### config.mk
export PLATFORM = sky130hd
export DESIGN_NAME = scp_horner_step
export DESIGN_NICKNAME = d
export VERILOG_FILES = /design/src/scp_pkg.sv /design/src/scp_horner_step.sv
export SDC_FILE = /design/constraint.sdc
export NUM_CORES = 2
export LEC_CHECK = 0
export ABC_AREA = 1
export BUFFER_PORTS_ARGS = -buffer_cell sky130_fd_sc_hd__buf_2
export CAP_MARGIN = 20
export CORE_MARGIN = 10
export CORE_UTILIZATION = 37
export DETAILED_ROUTE_END_ITERATION = 16
export PLACE_DENSITY_LB_ADDON = 0.2
export SLEW_MARGIN = 20
export SYNTH_ARGS = -nofsm -noshare
export SYNTH_HDL_FRONTEND = slang
export SYNTH_SLANG_ARGS = --single-unit
### constraint.sdc
create_clock -name clk -period 3.77 [get_ports clk]
set_input_delay 0.1885 -clock clk [delete_from_list [all_inputs] [get_ports clk]]
set_output_delay 0.1885 -clock clk [all_outputs]
set_load 0.05 [all_outputs]
### src/scp_pkg.sv
// Shared types, constants and fixed-point helpers for the polynomial calibration block.
package scp_pkg;

    localparam int DATA_W        = 32;
    localparam int PROD_W        = 2 * DATA_W;
    localparam int FRAC_BITS     = 16;
    localparam int MAX_COEFS     = 5;
    localparam int NUM_COEF_REGS = 5;
    localparam int COEF_LIM      = (MAX_COEFS < NUM_COEF_REGS) ? MAX_COEFS : NUM_COEF_REGS;
    localparam int HORNER_STEPS  = COEF_LIM - 1;
    localparam int CNT_W         = 3;
    localparam int IDX_W         = (NUM_COEF_REGS > 1) ? $clog2(NUM_COEF_REGS) : 1;
    localparam int ADDR_W        = 5;
    localparam int APB_W         = 32;

    localparam logic signed [DATA_W-1:0] SAT_MAX = {1'b0, {(DATA_W-1){1'b1}}};
    localparam logic signed [DATA_W-1:0] SAT_MIN = {1'b1, {(DATA_W-1){1'b0}}};

    localparam logic signed [DATA_W-1:0] OFFSET_RST = '0;
    localparam logic signed [DATA_W-1:0] GAIN_RST   = DATA_W'(1 << FRAC_BITS);
    localparam logic [CNT_W-1:0]         COUNT_RST  = CNT_W'(2);

    typedef enum logic [2:0] {
        REG_RAW_OFFSET = 3'd0,
        REG_RAW_GAIN   = 3'd1,
        REG_COEF_COUNT = 3'd2,
        REG_COEF_ZERO  = 3'd3,
        REG_COEF_ONE   = 3'd4,
        REG_COEF_TWO   = 3'd5,
        REG_COEF_THREE = 3'd6,
        REG_COEF_FOUR  = 3'd7
    } reg_idx_t;

    typedef struct packed {
        logic signed [DATA_W-1:0] val;
        logic                     ovf;
    } sat_t;

    typedef struct packed {
        logic signed [DATA_W-1:0] x;
        logic signed [DATA_W-1:0] acc;
        logic                     ovf;
    } hstep_t;

    function automatic sat_t sat_wide(input logic signed [PROD_W-1:0] v);
        sat_t r;
        if (v > PROD_W'(SAT_MAX))
        begin
            r.val = SAT_MAX;
            r.ovf = 1'b1;
        end
        else if (v < PROD_W'(SAT_MIN))
        begin
            r.val = SAT_MIN;
            r.ovf = 1'b1;
        end
        else
        begin
            r.val = v[DATA_W-1:0];
            r.ovf = 1'b0;
        end
        return r;
    endfunction

    function automatic sat_t sat_sum(input logic signed [DATA_W:0] v);
        sat_t r;
        if (v[DATA_W] != v[DATA_W-1])
        begin
            r.val = v[DATA_W] ? SAT_MIN : SAT_MAX;
            r.ovf = 1'b1;
        end
        else
        begin
            r.val = v[DATA_W-1:0];
            r.ovf = 1'b0;
        end
        return r;
    endfunction

    // floor shift of a full product, then saturate
    function automatic sat_t qscale(input logic signed [PROD_W-1:0] p);
        logic signed [PROD_W-1:0] s;
        s = p >>> FRAC_BITS;
        return sat_wide(s);
    endfunction

endpackage

### src/scp_horner_step.sv
// One Horner iteration: multiply stage, then scale, add and saturate stage.
module scp_horner_step
    import scp_pkg::*;
(
    input  logic                     clk,
    input  logic                     rst_n,
    input  logic                     active,
    input  logic signed [DATA_W-1:0] coef,
    input  logic                     in_valid,
    output logic                     in_ready,
    input  hstep_t                   in_data,
    output logic                     out_valid,
    input  logic                     out_ready,
    output hstep_t                   out_data
);

    logic                     a_valid_reg;
    logic signed [PROD_W-1:0] a_prod_reg;
    hstep_t                   a_data_reg;
    logic                     a_ready;

    logic                     b_valid_reg;
    hstep_t                   b_data_reg;
    hstep_t                   b_data_next;
    logic                     b_ready;

    sat_t                     scaled;
    sat_t                     summed;

    assign b_ready  = !b_valid_reg || out_ready;
    assign a_ready  = !a_valid_reg || b_ready;
    assign in_ready = a_ready;

    always_ff @(posedge clk or negedge rst_n)
    begin
        if (!rst_n)
        begin
            a_valid_reg <= 1'b0;
            b_valid_reg <= 1'b0;
        end
        else
        begin
            if (a_ready)
                a_valid_reg <= in_valid;
            if (b_ready)
                b_valid_reg <= a_valid_reg;
        end
    end

    always_ff @(posedge clk)
    begin
        if (a_ready && in_valid)
        begin
            a_data_reg <= in_data;
            a_prod_reg <= PROD_W'(in_data.x) * PROD_W'(in_data.acc);
        end
        if (b_ready && a_valid_reg)
            b_data_reg <= b_data_next;
    end

    always_comb
    begin
        scaled = qscale(a_prod_reg);
        summed = sat_sum((DATA_W+1)'(coef) + (DATA_W+1)'(scaled.val));
        b_data_next = a_data_reg;
        if (active)
        begin
            b_data_next.acc = summed.val;
            b_data_next.ovf = a_data_reg.ovf | scaled.ovf | summed.ovf;
        end
    end

    assign out_valid = b_valid_reg;
    assign out_data  = b_data_reg;

endmodule

; Yosys cells after proc, flatten, opt, wreduce, memory -nomap -nowiden
; Index checks and enable logic that the tools add are counted.
[word_totals]
rom_bits = 0
out_inout_bits = 67
memories = 0
in_bits = 102
regBits = 196
wordCells = 27
mem_bits_rw = 0
latchBits = 0
[op_classes]
n_mul = 1
magnitude_cmp = 2
shifts = 0
muxes = 5
add_sub_neg = 1
div_mod_pow = 0
reduce_logical = 6
n_bitwise = 2
n_eq_ne = 1
[op_table]
columns = op, count
row1 = two-way mux 33 bit, 4
row2 = multiplier 32 x 32 -> 64 bit, 1
row3 = "> comparator 48 x 32 -> 1 bit, second input constant", 1
row4 = "< comparator 48 x 32 -> 1 bit, second input constant", 1
row5 = adder 32 x 32 -> 33 bit, 1
row6 = two-way mux 32 bit, 1
row7 = logical AND 1 bit, 2
row8 = logical NOT 1 bit, 2
row9 = logical OR 1 bit, 2
row10 = OR 1 bit, 2
row11 = inequality test 1 bit, 1

; Longest topological paths before layout
[logic_depth]
depth_word = 8
depth_mapped = 31
mapped_depth_nobuf = 30

; Worst setup path after synthesis
; OpenSTA, ideal clock, no wires.
[synth_path]
kind = input port to flip-flop
startpoint = input in_data[64] in the netlist's numbering
endpoint = register a_prod_reg[59], data pin
arrival_ps = 6827
cell_stages = 28
path_slack_ps = -3310
t_required_ps = 3518
n_path_buf = 1
setup_ps = 252
cell_sequence = clkbuf_1 > nand2_1 > inv_1 > fa_1 > inv_1 > fa_1 > inv_1 > fa_1 > fa_1 > inv_1 > fa_1 > inv_1 > fa_1 > inv_1 > fa_1 > inv_1 > fa_1 > ha_1 > nand2_1 > nor2_1 > inv_1 > nor2_1 > inv_1 > nor3_1 > nand2_1 > or2_1 > nand3_1 > nand2_1
[synth_via]
elab_chain_cells = 1
[synth_lines]
columns = element, line_no
row1 = from (decl), scp_horner_step.sv:11  ; input hstep_t in_data,
row2 = multiplier 32 x 32 -> 64 bit, scp_horner_step.sv:55  ; a_prod_reg <= PROD_W'(in_data.x) * PROD_W'(in_data.acc);
row3 = to (signal assigned), scp_horner_step.sv:55
row4 = to (decl), scp_horner_step.sv:18  ; logic signed [PROD_W-1:0] a_prod_reg;
; No other way between the ends.
; A chain may end at the register's enable or synchronous reset.

; Worst setup path in the final report
; Same ends and word-level chain as after synthesis.

==> impl_metrics.env <==
export IMPL_worst_pin_slew_ns=0.771
export IMPL_top_layer="met5"
export IMPL_grt_pass1_vias=40100
export IMPL_wirelength_um=158000
export IMPL_status="complete, but fails checks"
export IMPL_dr_pass1_iters=6
export IMPL_syn_inst=5558
export IMPL_cts_sinks=180
export IMPL_clock_fmax_ghz=0.159
export IMPL_first_iter_violations=2282
export IMPL_hold_worst_slack_ns=0.0588
export IMPL_track_usage=0.223
export IMPL_finClkSkew_ns=0.0250
export IMPL_wl_met3_um=8180
export IMPL_fp_row_count=129
export IMPL_place_congestion=0.945
export IMPL_worst_slack_ns=-2.50
export IMPL_layout_nets=7711
export IMPL_overflow=0
export IMPL_dr_total_vias=37400
export IMPL_dp_cells=7781
export IMPL_netlist_area_mm2=0.0463
export IMPL_synthesis_nets=6954
export IMPL_synth_compound_area_frac=0.0358
export IMPL_synth_edf_count=178
export IMPL_final_hold_viol_count=0
export IMPL_rsz0062_at_grt="yes"
export IMPL_die_x_um=374
export IMPL_wl_per_cell_um=19.8
export IMPL_yosys_area_share_adder=0.525
export IMPL_cp_end_kind="flop"
export IMPL_syn_to_final_growth_pct=30.5
export IMPL_hold_class="input pin to flop"
export IMPL_syn_area_per_cell_um2=8.33
export IMPL_grt_pass1_wl_um=239000
export IMPL_finalCritPeriodShare=1.66
export IMPL_cts_root_buf="clkbuf_16"
export IMPL_synthSimpleGateAreaFrac=0.158
export IMPL_clkSlewWorstSetupHoldPaths_ns=0.08
export IMPL_synthXorXnorAreaFrac=0.0125
export IMPL_clk_latency_ns=0.56
export IMPL_yosysTopAreaCell="fa_1"
export IMPL_slew_headroom=0.485
export IMPL_required_ns=4.07
export IMPL_wl_met1_um=68000
export IMPL_synthArstFlopShare=0.0111
export IMPL_ys_ff_latch=180
export IMPL_yosys_warnings=0
export IMPL_synth_flop_cell="edfxtp_1"
export IMPL_antenna_found_initial=7
export IMPL_synth_top_cell_area_share=0.468
export IMPL_ant_nets=0
export IMPL_drive_gt1_frac=0.270
export IMPL_portBuffers=168
export IMPL_worst_path_max_fanout=6
export IMPL_hpwl_um=132000
export IMPL_timing_worst_setup_path_type="input pin to flop"
export IMPL_synth_top_family_by_area="adder cells"
export IMPL_synth_area_leaders="fa_1 (47%), inv_1 (13%), nand2_1 (12%), edfxtp_1 (12%), ha_1 (5.7%)"
export IMPL_violations="setup timing"
export IMPL_cts_buffers=17
export IMPL_die_area_mm2=0.140
export IMPL_fin_crit_ns=6.27
export IMPL_drcViolationCount=0
export IMPL_synth_distinct_cells=38
export IMPL_htreeDepth=4
export IMPL_ys_seq_area_frac=0.116
export IMPL_fin_tns_setup_ns=-112.44
export IMPL_io_pins=169
export IMPL_stdcell_count=7968
export IMPL_die_y_um=374
export IMPL_clockBufferDepth=2
export IMPL_wl_met2_um=75900
export IMPL_vias_per_cell=4.69
export IMPL_setup_viol=48
export IMPL_critPathArrivalTime_ns=6.58
export IMPL_crit_path_start_kind="input pin"
export IMPL_slew_violations=0
export IMPL_initial_core_util=0.374
export IMPL_synthMuxAreaShare=0
export IMPL_grt_max_degree=60
export IMPL_cts_tree="built"
export IMPL_drv_cap=0
export IMPL_core_region_area_mm2=0.124
-- cell families (layout without fill, tap and decap cells) --
group,count (synthesis),in the layout
buf+inv,1866,2636
simple gates,1862,1862
fa+ha+maj,1294,1294
compound gates,290,290
flops,180,180
xor+xnor,66,66
other cells,0,3
-- cells in the final DEF (no fill, tap or decap), types with 8 or more instances in the layout --
cell type,synthesis,layout
inv_1,1654,1543
nand2_1,1469,1340
fa_1,1082,982
buf_4,0,589
edfxtp_1,178,178
ha_1,212,151
buf_2,0,127
nor2_1,221,116
fa_2,0,100
inv_2,0,96
nand2_2,10,96
buf_6,6,91
buf_12,0,85
a21oi_2,14,69
nor2_4,1,68
nand3_1,83,62
ha_4,0,58
a21oi_1,131,53
o21ai_0,93,42
nor2_2,3,41
nand2_4,0,36
xor2_1,51,36
o21ai_2,1,28
clkbuf_16,0,27
a21oi_4,3,26
nand4_1,23,23
buf_8,0,22
nand3_2,0,19
o21ai_1,0,18
dlygate4sd3_1,0,16
xnor2_1,15,14
inv_4,0,12
or2_2,11,11
o21bai_1,21,11
o21a_1,9,9
xor2_2,0,9
nor3_1,21,8
nor3_4,0,8
-- Yosys cell counts (all sizes together), types with 15 or more instances --
master and count:
nand2 1479, nor2 225, nand3 83, nand4 23
clkbuf 202, nor3 21, o21ai 94, edfxtp 178
o21bai 21, ha 212, xnor2 15, inv 1654
fa 1082, xor2 51, a21oi 148
-- routing by layer --
layer  global-route usage  vias to the layer above
met5                    0                        -
met4               0.0773                        2
met3               0.0300                      208
met2                0.377                      916
met1                0.292                    18900
li1                     -                    17300
-- final cells by class --
| type | count | area (um2) |
|---|---|---|
| Clock inverter | 15 | 191 |
| Sequential cell | 180 | 5400 |
| Inverter | 1654 | 6250 |
| Multi-Input combinational cell | 3512 | 37400 |
| Tap cell | 1637 | 2050 |
| Timing Repair Buffer | 950 | 8770 |
| Antenna cell | 3 | 7.51 |
| Clock buffer | 17 | 425 |
| Fill cell | 11800 | 63500 |
-- through the flow --
stage	setup slack, ns	instance area (um2)	util
CTS	-2.57	57900	0.467
floorplan	-3.00	48000	-
detailed placement	-3.44	54800	0.442
global route	-2.71	60400	0.488
finish	-2.50	60400	0.488
global placement	-3.48	54800	0.442
-- what timing repair did --
| item | 4_1_cts | 5_1_grt |
|---|---|---|
| endpoints found under the setup margin | 77 | 80 |
| gates resized for setup | 475 | 488 |
| hold endpoints to repair | 15 | 0 |
| cloned | 8 | 10 |
| hold buffers | 16 | 0 |
| pin swaps | 136 | 289 |
| buffers inserted | 55 | 67 |
-- worst max-delay path, stage by stage --
cell and delay, ns:
buf_12 0.12, buf_12 0.15, nand2_4 0.07, inv_4 0.03, fa_2 0.60, fa_2 0.48
fa_2 0.55, fa_2 0.62, clkinvlp_4 0.14, buf_4 0.16, fa_1 0.47, inv_1 0.06
fa_1 0.55, fa_1 0.45, fa_1 0.60, ha_4 0.24, buf_12 0.13, nand2_4 0.06
a21oi_1 0.07, nor2_2 0.21, o21ai_2 0.09, nand2_1 0.07, o211ai_1 0.13, a21oi_2 0.15
nand2_1 0.07, nand2_1 0.06, nand2_1 0.04
-- path summary, 6_finish.rpt --
check,startpoint,end,slack (ns),depth (start not counted)
worst min register to register,a_data_reg[35],out_data[35],0.42,0
min in group asynchronous,rst_n,a_valid_reg,0.50,3
worst max-delay path,in_data[64],a_prod_reg[59],-2.50,27
worst max register to register,a_prod_reg[58],out_data[22],0.10,21
worst min-delay path,in_data[32],a_data_reg[32],0.06,2
max in group asynchronous,rst_n,out_valid,3.14,3
Power is not shown: default switching activity piles up to over one toggle a cycle in this logic, so the estimate is an artifact.
